$ cat config.mk
export PLATFORM = sky130hd
export DESIGN_NAME = packet_hash_load_balancer_flat
export DESIGN_NICKNAME = d
export VERILOG_FILES = /design/src/rtl/core/phlb_pkg.sv /design/src/rtl/core/phlb_if.sv /design/src/rtl/core/packet_hash_load_balancer.sv /design/src/rtl/core/phlb_split_tbl.sv /design/src/rtl/core/phlb_hash_front.sv /design/src/rtl/core/phlb_sel_unit.sv /design/src/flat_wrapper.sv
export SDC_FILE = /design/constraint.sdc
export NUM_CORES = 2
export LEC_CHECK = 0
export BUFFER_PORTS_ARGS = -buffer_cell sky130_fd_sc_hd__clkbuf_2
export CAP_MARGIN = 0
export CORE_MARGIN = 2
export CORE_UTILIZATION = 30
export DETAILED_ROUTE_END_ITERATION = 8
export PLACE_DENSITY = 0.43
export SYNTH_ARGS = -nofsm -noshare
export SYNTH_HDL_FRONTEND = slang
export SYNTH_SLANG_ARGS = --single-unit
$ cat constraint.sdc
create_clock -name clk -period 5.35 [get_ports clk]
set_clock_uncertainty 0.2 [all_clocks]
set_input_delay 0.8025 -clock clk [delete_from_list [all_inputs] [get_ports clk]]
set_output_delay 0.8025 -clock clk [all_outputs]
set_load 0.1 [all_outputs]
$ cat src/rtl/core/phlb_pkg.sv
package phlb_pkg;

	localparam int TABLE_DEPTH = 128;
	localparam int GATE_W      = 7;
	localparam int COUNT_W     = 8;
	localparam int POS_W       = 16;
	localparam int HASH_W      = 32;
	localparam int CFG_IDX_W   = 2;
	localparam int CFG_DATA_W  = 16;

	// fixed-point shift of the reciprocal used to fold the gate sum into range
	localparam int SEL_SHIFT = 18;

	localparam logic MODE_BYTE  = 1'b0;
	localparam logic MODE_TABLE = 1'b1;

	localparam logic METHOD_OAT = 1'b0;
	localparam logic METHOD_SUM = 1'b1;

	localparam logic [CFG_IDX_W-1:0] CFG_WINDOW_OFFSET = 2'd0;
	localparam logic [CFG_IDX_W-1:0] CFG_WINDOW_SIZE   = 2'd1;
	localparam logic [CFG_IDX_W-1:0] CFG_HASH_METHOD   = 2'd2;

	localparam logic [POS_W-1:0] WINDOW_OFFSET_RST = 16'd26;
	localparam logic [POS_W-1:0] WINDOW_SIZE_RST   = 16'd8;
	localparam logic [POS_W-1:0] POS_MAX           = 16'hFFFF;

	typedef struct packed {
		logic [GATE_W-1:0]  start;
		logic [COUNT_W-1:0] count;
	} split_entry_t;

	typedef struct packed {
		logic [HASH_W-1:0] hash;
		logic              short_pkt;
		logic              method;
	} hash_job_t;

endpackage

$ cat src/rtl/core/phlb_if.sv
interface phlb_in_if;
	import phlb_pkg::*;
	logic               valid;
	logic               ready;
	logic               mode;
	logic [7:0]         data_byte;
	logic               last_byte;
	logic [GATE_W-1:0]  in_gate;
	logic [GATE_W-1:0]  entry_start;
	logic [COUNT_W-1:0] entry_count;

	modport source (output valid, mode, data_byte, last_byte, in_gate, entry_start,
		entry_count, input ready);
	modport sink (input valid, mode, data_byte, last_byte, in_gate, entry_start,
		entry_count, output ready);
endinterface

interface phlb_out_if;
	import phlb_pkg::*;
	logic              valid;
	logic              ready;
	logic [GATE_W-1:0] out_gate;
	logic              dropped;
	logic              short_packet;

	modport source (output valid, out_gate, dropped, short_packet, input ready);
	modport sink (input valid, out_gate, dropped, short_packet, output ready);
endinterface

interface phlb_cfg_if;
	import phlb_pkg::*;
	logic                  valid;
	logic                  ready;
	logic [CFG_IDX_W-1:0]  reg_index;
	logic [CFG_DATA_W-1:0] wdata;

	modport source (output valid, reg_index, wdata, input ready);
	modport sink (input valid, reg_index, wdata, output ready);
endinterface

$ cat src/rtl/core/packet_hash_load_balancer.sv
// Packet hash load balancer. Packet bytes and split-table writes are taken one per cycle.
// A last byte is answered by one result. The split-table read and the hash job are registered
// together; the selector loads them, runs the finishing mix (one-at-a-time hash only, the
// byte sum skips it), the bit-serial hash-modulo-count loop and the wrap and fold steps that
// bring the gate into range, then loads the output register. The selector sets the pace
// between packets: a further last byte waits until the selector has handed its result to the
// output register, while the bytes before it keep flowing.
// The split table is a 128-entry synchronous memory that reads as zero after reset, so an
// unwritten gate drops its packets; configuration writes are always taken.
module packet_hash_load_balancer import phlb_pkg::*; #(
	parameter int NUM_GATES = 128
) (
	input logic        clk,
	input logic        arst_n,
	phlb_in_if.sink    pkt,
	phlb_out_if.source res,
	phlb_cfg_if.sink   cfg
);

	logic [POS_W-1:0] window_offset_q;
	logic [POS_W-1:0] window_size_q;
	logic             hash_method_q;
	logic             pkt_acc;
	logic             byte_en;
	logic             unit_busy;
	logic             job_valid_s1;
	hash_job_t        job_s1;
	split_entry_t     tbl_wr;
	split_entry_t     tbl_rd;

	assign cfg.ready = 1'b1;

	always_ff @(posedge clk or negedge arst_n) begin
		if (!arst_n) begin
			window_offset_q <= WINDOW_OFFSET_RST;
			window_size_q   <= WINDOW_SIZE_RST;
			hash_method_q   <= METHOD_OAT;
		end else if (cfg.valid) begin
			case (cfg.reg_index)
				CFG_WINDOW_OFFSET: window_offset_q <= cfg.wdata;
				CFG_WINDOW_SIZE:   window_size_q   <= cfg.wdata;
				CFG_HASH_METHOD:   hash_method_q   <= cfg.wdata[0];
				default: ;
			endcase
		end
	end

	// hold a last byte while the previous packet still occupies the selector
	assign pkt.ready = !(pkt.mode == MODE_BYTE && pkt.last_byte) ||
		(!job_valid_s1 && !unit_busy);
	assign pkt_acc   = pkt.valid && pkt.ready;
	assign byte_en   = pkt_acc && (pkt.mode == MODE_BYTE);

	assign tbl_wr.start = pkt.entry_start;
	assign tbl_wr.count = pkt.entry_count;

	phlb_split_tbl u_tbl (
		.clk     (clk),
		.arst_n  (arst_n),
		.wr_en   (pkt_acc && (pkt.mode == MODE_TABLE)),
		.wr_addr (pkt.in_gate),
		.wr_data (tbl_wr),
		.rd_addr (pkt.in_gate),
		.rd_data (tbl_rd)
	);

	phlb_hash_front u_front (
		.clk           (clk),
		.arst_n        (arst_n),
		.byte_en       (byte_en),
		.data_byte     (pkt.data_byte),
		.last_byte     (pkt.last_byte),
		.window_offset (window_offset_q),
		.window_size   (window_size_q),
		.hash_method   (hash_method_q),
		.job_valid_s1  (job_valid_s1),
		.job_s1        (job_s1)
	);

	phlb_sel_unit #(
		.NUM_GATES (NUM_GATES)
	) u_sel (
		.clk       (clk),
		.arst_n    (arst_n),
		.job_valid (job_valid_s1),
		.job       (job_s1),
		.entry     (tbl_rd),
		.busy      (unit_busy),
		.res       (res)
	);

endmodule

$ cat src/rtl/core/phlb_split_tbl.sv
module phlb_split_tbl import phlb_pkg::*; (
	input  logic                           clk,
	input  logic                           arst_n,
	input  logic                           wr_en,
	input  logic [$clog2(TABLE_DEPTH)-1:0] wr_addr,
	input  split_entry_t                   wr_data,
	input  logic [$clog2(TABLE_DEPTH)-1:0] rd_addr,
	output split_entry_t                   rd_data
);

	split_entry_t           mem [TABLE_DEPTH];
	logic [TABLE_DEPTH-1:0] valid_q;
	split_entry_t           rd_data_q;
	logic                   rd_valid_q;

	always_ff @(posedge clk) begin
		if (wr_en) begin
			mem[wr_addr] <= wr_data;
		end
		rd_data_q <= mem[rd_addr];
	end

	// an entry never written since reset reads as zero
	always_ff @(posedge clk or negedge arst_n) begin
		if (!arst_n) begin
			valid_q    <= '0;
			rd_valid_q <= 1'b0;
		end else begin
			if (wr_en) begin
				valid_q[wr_addr] <= 1'b1;
			end
			rd_valid_q <= valid_q[rd_addr];
		end
	end

	assign rd_data = rd_valid_q ? rd_data_q : '0;

endmodule

$ cat src/rtl/core/phlb_hash_front.sv
module phlb_hash_front import phlb_pkg::*; (
	input  logic             clk,
	input  logic             arst_n,
	input  logic             byte_en,
	input  logic [7:0]       data_byte,
	input  logic             last_byte,
	input  logic [POS_W-1:0] window_offset,
	input  logic [POS_W-1:0] window_size,
	input  logic             hash_method,
	output logic             job_valid_s1,
	output hash_job_t        job_s1
);

	logic [POS_W-1:0]  pos_q;
	logic [HASH_W-1:0] hash_q;
	logic [POS_W:0]    win_end;
	logic              pos_sat;
	logic              in_win;
	logic [HASH_W-1:0] byte_ext;
	logic [HASH_W-1:0] oat_sum;
	logic [HASH_W-1:0] mixed;
	logic [HASH_W-1:0] hash_next;
	logic [POS_W-1:0]  count_after;
	logic              short_pkt;

	assign win_end  = {1'b0, window_offset} + {1'b0, window_size};
	assign pos_sat  = (pos_q == POS_MAX);
	assign in_win   = !pos_sat && (pos_q >= window_offset) && ({1'b0, pos_q} < win_end);
	assign byte_ext = {{(HASH_W-8){1'b0}}, data_byte};

	// (h + b) * 1025 as one multi-operand add, then the xor-shift
	assign oat_sum = hash_q + byte_ext + (hash_q << 10) + (byte_ext << 10);

	always_comb begin
		if (hash_method == METHOD_OAT) begin
			mixed = oat_sum ^ (oat_sum >> 6);
		end else begin
			mixed = hash_q + byte_ext;
		end
	end

	assign hash_next   = in_win ? mixed : hash_q;
	assign count_after = pos_sat ? pos_q : pos_q + 1'b1;
	assign short_pkt   = (win_end > {1'b0, count_after});

	always_ff @(posedge clk or negedge arst_n) begin
		if (!arst_n) begin
			pos_q        <= '0;
			hash_q       <= '0;
			job_valid_s1 <= 1'b0;
		end else begin
			job_valid_s1 <= byte_en && last_byte;
			if (byte_en) begin
				if (last_byte) begin
					pos_q  <= '0;
					hash_q <= '0;
				end else begin
					pos_q  <= count_after;
					hash_q <= hash_next;
				end
			end
		end
	end

	always_ff @(posedge clk) begin
		if (byte_en && last_byte) begin
			job_s1.hash      <= hash_next;
			job_s1.short_pkt <= short_pkt;
			job_s1.method    <= hash_method;
		end
	end

endmodule

$ cat src/rtl/core/phlb_sel_unit.sv
module phlb_sel_unit import phlb_pkg::*; #(
	parameter int NUM_GATES = 128
) (
	input  logic       clk,
	input  logic       arst_n,
	input  logic       job_valid,
	input  hash_job_t  job,
	input  split_entry_t entry,
	output logic       busy,
	phlb_out_if.source res
);

	localparam int HASH_CNT_W = $clog2(HASH_W);
	localparam int SUM_W      = GATE_W + 2;
	localparam int RECIP_W    = SEL_SHIFT;
	localparam int FOLD_W     = SUM_W + 1;
	localparam logic [RECIP_W-1:0] RECIP_C = RECIP_W'((1 << SEL_SHIFT) / NUM_GATES);
	localparam logic [FOLD_W-1:0]  GATES_C = FOLD_W'(NUM_GATES);

	typedef enum logic [2:0] {
		S_IDLE,
		S_MIX_A,
		S_MIX_B,
		S_DIV,
		S_WRAP,
		S_FOLD,
		S_DONE
	} sel_state_t;

	sel_state_t            state_q;
	logic [HASH_CNT_W-1:0] bit_cnt_q;
	logic [HASH_W-1:0]     hash_q;
	logic [COUNT_W-1:0]    rem_q;
	logic [GATE_W-1:0]     start_q;
	logic [COUNT_W-1:0]    count_q;
	logic                  short_q;
	logic [SUM_W-1:0]      sum_q;
	logic [SUM_W-1:0]      quot_q;
	logic [GATE_W-1:0]     gate_q;

	logic [HASH_W-1:0]         mix_a;
	logic [COUNT_W:0]          rem_shift;
	logic [COUNT_W:0]          rem_sub;
	logic [SUM_W-1:0]          sum;
	logic [SUM_W+RECIP_W-1:0]  recip_prod;
	logic [2*FOLD_W-1:0]       fold_prod;
	logic [FOLD_W-1:0]         fold_r;
	logic [FOLD_W-1:0]         fold_fix;
	logic                      load_out;

	assign busy = (state_q != S_IDLE);

	assign mix_a     = hash_q + (hash_q << 3);
	assign rem_shift = {rem_q, hash_q[HASH_W-1]};
	assign rem_sub   = rem_shift - {1'b0, count_q};
	assign sum       = {2'b00, start_q} + {1'b0, rem_q};
	assign recip_prod = sum * RECIP_C;
	assign fold_prod = {1'b0, quot_q} * GATES_C;
	assign fold_r    = {1'b0, sum_q} - fold_prod[FOLD_W-1:0];
	assign fold_fix  = (fold_r >= GATES_C) ? fold_r - GATES_C : fold_r;
	assign load_out  = (state_q == S_DONE) && (!res.valid || res.ready);

	always_ff @(posedge clk or negedge arst_n) begin
		if (!arst_n) begin
			state_q   <= S_IDLE;
			bit_cnt_q <= '0;
			res.valid <= 1'b0;
		end else begin
			if (res.valid && res.ready && !load_out) begin
				res.valid <= 1'b0;
			end
			case (state_q)
				S_IDLE: begin
					if (job_valid) begin
						bit_cnt_q <= HASH_CNT_W'(HASH_W - 1);
						state_q   <= (job.method == METHOD_OAT) ? S_MIX_A : S_DIV;
					end
				end
				S_MIX_A: state_q <= S_MIX_B;
				S_MIX_B: state_q <= S_DIV;
				S_DIV: begin
					bit_cnt_q <= bit_cnt_q - 1'b1;
					if (bit_cnt_q == '0) begin
						state_q <= S_WRAP;
					end
				end
				S_WRAP: state_q <= S_FOLD;
				S_FOLD: state_q <= S_DONE;
				S_DONE: begin
					if (load_out) begin
						res.valid <= 1'b1;
						state_q   <= S_IDLE;
					end
				end
				default: state_q <= S_IDLE;
			endcase
		end
	end

	always_ff @(posedge clk) begin
		case (state_q)
			S_IDLE: begin
				hash_q  <= job.hash;
				short_q <= job.short_pkt;
				start_q <= entry.start;
				count_q <= entry.count;
				rem_q   <= '0;
			end
			S_MIX_A: hash_q <= mix_a ^ (mix_a >> 11);
			S_MIX_B: hash_q <= hash_q + (hash_q << 15);
			S_DIV: begin
				// restoring remainder step, one hash bit per cycle
				hash_q <= hash_q << 1;
				rem_q  <= (rem_shift >= {1'b0, count_q}) ? rem_sub[COUNT_W-1:0]
					: rem_shift[COUNT_W-1:0];
			end
			S_WRAP: begin
				sum_q  <= sum;
				quot_q <= recip_prod[SEL_SHIFT +: SUM_W];
			end
			S_FOLD: gate_q <= (count_q == '0) ? '0 : fold_fix[GATE_W-1:0];
			S_DONE: begin
				if (load_out) begin
					res.out_gate     <= gate_q;
					res.dropped      <= (count_q == '0);
					res.short_packet <= short_q;
				end
			end
			default: ;
		endcase
	end

endmodule

$ cat src/flat_wrapper.sv
// flat-port wrapper written by rule: the top's interface ports become plain ports
module packet_hash_load_balancer_flat import phlb_pkg::*;
#(
	parameter int NUM_GATES = 128
)
  (clk, arst_n, pkt_valid, pkt_mode, pkt_data_byte, pkt_last_byte, pkt_in_gate, pkt_entry_start, pkt_entry_count, pkt_ready, res_valid, res_out_gate, res_dropped, res_short_packet, res_ready, cfg_valid, cfg_reg_index, cfg_wdata, cfg_ready);
  phlb_in_if pkt_i ();
  phlb_out_if res_i ();
  phlb_cfg_if cfg_i ();
  input logic clk;
  input logic arst_n;
  input wire logic [$bits(pkt_i.valid)-1:0] pkt_valid;
  input wire logic [$bits(pkt_i.mode)-1:0] pkt_mode;
  input wire logic [$bits(pkt_i.data_byte)-1:0] pkt_data_byte;
  input wire logic [$bits(pkt_i.last_byte)-1:0] pkt_last_byte;
  input wire logic [$bits(pkt_i.in_gate)-1:0] pkt_in_gate;
  input wire logic [$bits(pkt_i.entry_start)-1:0] pkt_entry_start;
  input wire logic [$bits(pkt_i.entry_count)-1:0] pkt_entry_count;
  output wire logic [$bits(pkt_i.ready)-1:0] pkt_ready;
  output wire logic [$bits(res_i.valid)-1:0] res_valid;
  output wire logic [$bits(res_i.out_gate)-1:0] res_out_gate;
  output wire logic [$bits(res_i.dropped)-1:0] res_dropped;
  output wire logic [$bits(res_i.short_packet)-1:0] res_short_packet;
  input wire logic [$bits(res_i.ready)-1:0] res_ready;
  input wire logic [$bits(cfg_i.valid)-1:0] cfg_valid;
  input wire logic [$bits(cfg_i.reg_index)-1:0] cfg_reg_index;
  input wire logic [$bits(cfg_i.wdata)-1:0] cfg_wdata;
  output wire logic [$bits(cfg_i.ready)-1:0] cfg_ready;
  assign pkt_i.valid = pkt_valid;
  assign pkt_i.mode = pkt_mode;
  assign pkt_i.data_byte = pkt_data_byte;
  assign pkt_i.last_byte = pkt_last_byte;
  assign pkt_i.in_gate = pkt_in_gate;
  assign pkt_i.entry_start = pkt_entry_start;
  assign pkt_i.entry_count = pkt_entry_count;
  assign pkt_ready = pkt_i.ready;
  assign res_valid = res_i.valid;
  assign res_out_gate = res_i.out_gate;
  assign res_dropped = res_i.dropped;
  assign res_short_packet = res_i.short_packet;
  assign res_i.ready = res_ready;
  assign cfg_i.valid = cfg_valid;
  assign cfg_i.reg_index = cfg_reg_index;
  assign cfg_i.wdata = cfg_wdata;
  assign cfg_ready = cfg_i.ready;
  packet_hash_load_balancer #(.NUM_GATES(NUM_GATES)) u_core (.clk(clk), .arst_n(arst_n), .pkt(pkt_i), .res(res_i), .cfg(cfg_i));
endmodule
==> summary.md <==
| Metric | Value |
|---|---|
| Status | `complete, no violations` |
| Top routing layer in use | `met5` |
| Reg2Reg Depth | `18` |
| First-pass DRT Iterations | `5` |
| Synthesis-to-finish area growth | `18.4%` |
| Design Area, Final | `between 100000 and 150000 µm²` |
| Clock buffer depth | `4` |
| YS warnings | `0` |
| Vias in the first global route | `about 57000` |
| Layout cells sized above 1 | `about 20%` |
| Total grt overflow | `0` |
| Fmax | `between 150 and 200 MHz` |
| Pleak | `approximately 37 nW` |
| Starting Density | `between 30% and 40%` |
| Initial antenna violation count | `18` |
| Hold Crit Start | `pkt_entry_count[6]` |
| Hold EP | `u_core.u_tbl.mem[44][6]$_DFFE_PP_` |
| Final HPWL DP | `roughly 200 mm` |
| Final ANT Viol Nets | `0` |
| Starting DRT DRC Count | `approximately 5700` |
| Max-slew violation count | `0` |
| Hold depth | `1` |
| Reg-to-reg slack, setup | `approximately 0.24 ns` |
| Cell count after synthesis | `~6000` |
| Routed wire length | `about 320 mm` |
| RSZ-0062 raised after global routing | `yes` |
| Final setup violation count | `0` |
| VDD IR max | `approximately 260 µV` |
| Met3 wire length | `approximately 18 mm` |
| Startpoint types | `flop` |
| Die width | `between 500 and 600 µm` |
| Worst slack at placement | `-0.580 ns` |
| Worst Tran Pin Value | `approximately 1.2 ns` |
| Required time of the worst setup path | `5.78 ns` |
| Wire per inst | `29.6 µm` |
| Largest net degree at the start of global routing | `100` |
| Worst Setup Slack, final | `0.239 ns` |
| H-tree depth | `4` |
| Setup crit end kind | `flop` |
| CTS tree | `yes` |
| Placed inst area | `around 100000 µm²` |
| Worst skew pair latency | `0.92 ns` |
| Core Box Area | `between 300000 and 400000 µm²` |
| Reg-to-reg endpoint | `u_core.u_front.job_s1[27]$_DFFE_PP_` |
| Period utilisation layout | `95.5%` |
| # clock sinks | `around 2300` |
| Die Area | `between 300000 and 400000 µm²` |
| Nets | `between 6000 and 7000` |
| CP Max Fanout | `4` |
| Register area | `about 67000 µm²` |
| DR vias/cell | `between 5 and 6` |
| Post-route minimum period | `5.11 ns` |
| Die height | `around 560 µm` |
| Crit path arrival time | `~5.5 ns` |
| Fillers | `between 20000 and 30000` |
| Inst Count DP | `about 10000` |
| Clk pin slew, worst setup/hold paths | `about 0.060 ns` |
| Final Hold Viols | `0` |
| Slew HR | `around 17%` |
| I/O Buffers | `65` |
| Sequential share of the synthesized area | `72.8%` |
| DRT met1 WL | `142 mm` |
| Synth Net Count | `6199` |
| Row count | `roughly 200` |
| GPL Wtd Cong | `around 0.86` |
| Post-synth ARST share | `about a tenth` |
| Main synth FF type | `edfxtp_1` |
| I/O pins | `between 60 and 70` |
| Worst r2r src | `u_core.u_front.hash_q[1]$_DFFE_PN0P_` |
| Post-synth EDFFs | `between 2000 and 2500` |
| Synth Register Bits | `approximately 2300` |
| DR vias | `between 50000 and 60000` |
| Clock root buffer | `clkbuf_16` |
| GRT Util Overall | `about a fifth` |
| HP Class | `input port to flop` |
| Drt drc | `0` |
| Post-synthesis cell type count | `approximately 100` |
| Setup CP Type | `flop to flop` |
| Post-Layout Cell Count | `10772` |
| Cts bufs inserted | `244` |
| Multi-input gate area | `23500 µm²` |
| Post-Syn Area | `91800 µm²` |
| Met2 WL | `about 150 mm` |
| Final Power | `approximately 45 mW` |
| Synthesized area per cell | `around 15 µm²` |
| Global-route wire length before repair | `~450 mm` |
| Power per cell area | `between 400 and 500 nW/µm²` |
| Max cap viols | `0` |
[cells in the final DEF (no fill, tap or decap), types with 39 or more instances in the layout]
| master | netlist | final |
|---|---|---|
| or2_2 | 135 | 135 |
| nor3_1 | 41 | 39 |
| mux2_2 | 61 | 61 |
| edfxtp_1 | 2033 | 2033 |
| xor2_1 | 62 | 62 |
| a221oi_1 | 141 | 141 |
| buf_4 | 10 | 480 |
| a21oi_1 | 164 | 163 |
| buf_12 | 0 | 46 |
| nor2_1 | 284 | 174 |
| clkbuf_16 | 0 | 245 |
| clkinv_1 | 1 | 39 |
| clkbuf_2 | 0 | 45 |
| nand2_1 | 209 | 208 |
| nand3_1 | 82 | 81 |
| o21ai_0 | 218 | 214 |
| a22oi_1 | 681 | 681 |
| ha_1 | 166 | 166 |
| dfrtp_1 | 216 | 216 |
| a31oi_1 | 74 | 74 |
| xnor2_1 | 102 | 98 |
| a22o_1 | 146 | 146 |
| inv_1 | 110 | 110 |
| nand4_1 | 159 | 159 |
| nor2_2 | 1 | 108 |
| and2_1 | 45 | 42 |
| clkinv_2 | 0 | 47 |
| clkbuf_1 | 138 | 55 |
[metrics by stage]
stage	hold slack, ns	util [%]	TNS [ns]
after floorplan	0.200	-	0
after global placement	0.204	32.9	-8.76
after detailed placement	0.205	32.9	-11.70
after CTS	0.00409	35.6	0
after global routing	0.0345	35.6	-0.0377
final	0.0533	35.6	0
[worst max path at each step]
stage	from	to	slack, ns	depth (start not counted)
2_1_floorplan	pkt_data_byte[1]	u_core.u_front.job_s1[27]$_DFFE_PP_	0.02	18
3_3_place_gp	pkt_data_byte[1]	u_core.u_front.job_s1[24]$_DFFE_PP_	-0.50	19
3_5_place_dp	pkt_data_byte[1]	u_core.u_front.job_s1[27]$_DFFE_PP_	-0.58	19
4_1_cts	u_core.u_front.hash_q[1]$_DFFE_PN0P_	u_core.u_front.job_s1[27]$_DFFE_PP_	0.05	20
5_1_grt	u_core.u_front.hash_q[2]$_DFFE_PN0P_	u_core.u_front.job_s1[27]$_DFFE_PP_	-0.02	19
6_report	u_core.u_front.hash_q[1]$_DFFE_PN0P_	u_core.u_front.job_s1[27]$_DFFE_PP_	0.24	18
[metal layers]
metal,vias up,track usage (%)
li1,24987,-
met1,30212,27.9
met2,1809,32.8
met3,379,2.83
met4,4,5.32
met5,-,0
[cell families after synthesis]
group / share of synthesized area (%)
flops: 72.8
simple gates: 5.96
buf+inv: 2.10
mux: 1.37
other cells: 0.00408
xor+xnor: 1.64
fa+ha+maj: 2.57
compound gates: 13.5
[cell usage after synthesis (138+ instances only)]
cell	instances	share of area, %
a22o_1	146	1.4
a221oi_1	141	1.3
ha_1	166	2.3
clkbuf_1	138	0.56
nor2_1	284	1.2
o21ai_0	218	1.2
edfxtp_1	2033	66
a21oi_1	164	0.89
a22oi_1	681	5.6
dfrtp_1	216	5.9
nand4_1	159	1.1
nand2_1	209	0.85
[sequential cells by signal (all words and copies together), names as in the netlist, 3 cells and up]
signal,flops
u_core.u_front.hash_q,32
u_core.u_front.job_s1,34
u_core.u_front.pos_q,16
u_core.u_sel.bit_cnt_q,5
u_core.u_sel.count_q,8
u_core.u_sel.gate_q,7
u_core.u_sel.hash_q,32
u_core.u_sel.rem_q,8
u_core.u_sel.res.out_gate,7
u_core.u_sel.start_q,7
u_core.u_sel.state_q,3
u_core.u_sel.sum_q,7
u_core.u_tbl.mem,1920
u_core.u_tbl.rd_data_q,15
u_core.u_tbl.valid_q,128
u_core.window_offset_q,16
u_core.window_size_q,16
[where the power goes]
group | internal, mW | switching [mW]
registers | 19.9 | 0.459
logic | 3.09 | 4.83
clock network | 9.75 | 7.05
[timing repair]
action	in CTS	in global routing
setup buffers	0	0
pin swaps	0	2
endpoints found under the hold margin	96	0
hold buffers	15	0
resized for setup	2	17
setup endpoints to repair	5	29
[area by class of cell]
cell class	instances	share of cell area, %
antenna	11	0.0253
clock buffer	327	6.17
clock inverter	118	1.06
tap	4100	4.72
timing repair buffer	588	4.53
multi-input combinational	3248	21.6
sequential	2268	61.5
inverter	112	0.387
[critical path: stages (launching register included)]
cell	delay, ns
dfrtp_1	0.39
ha_1	0.33
a211oi_2	0.25
o21ai_1	0.12
a41o_1	0.27
and2_1	0.18
xnor2_2	0.21
fa_1	0.48
buf_4	0.15
fa_1	0.38
nor2b_1	0.16
o31a_1	0.17
a21o_1	0.22
o2111ai_4	0.18
and4_1	0.21
nor3_2	0.18
xnor3_1	0.46
o22a_1	0.19
a2bb2oi_1	0.13
Note: power is estimated with default switching activity, not from simulation.
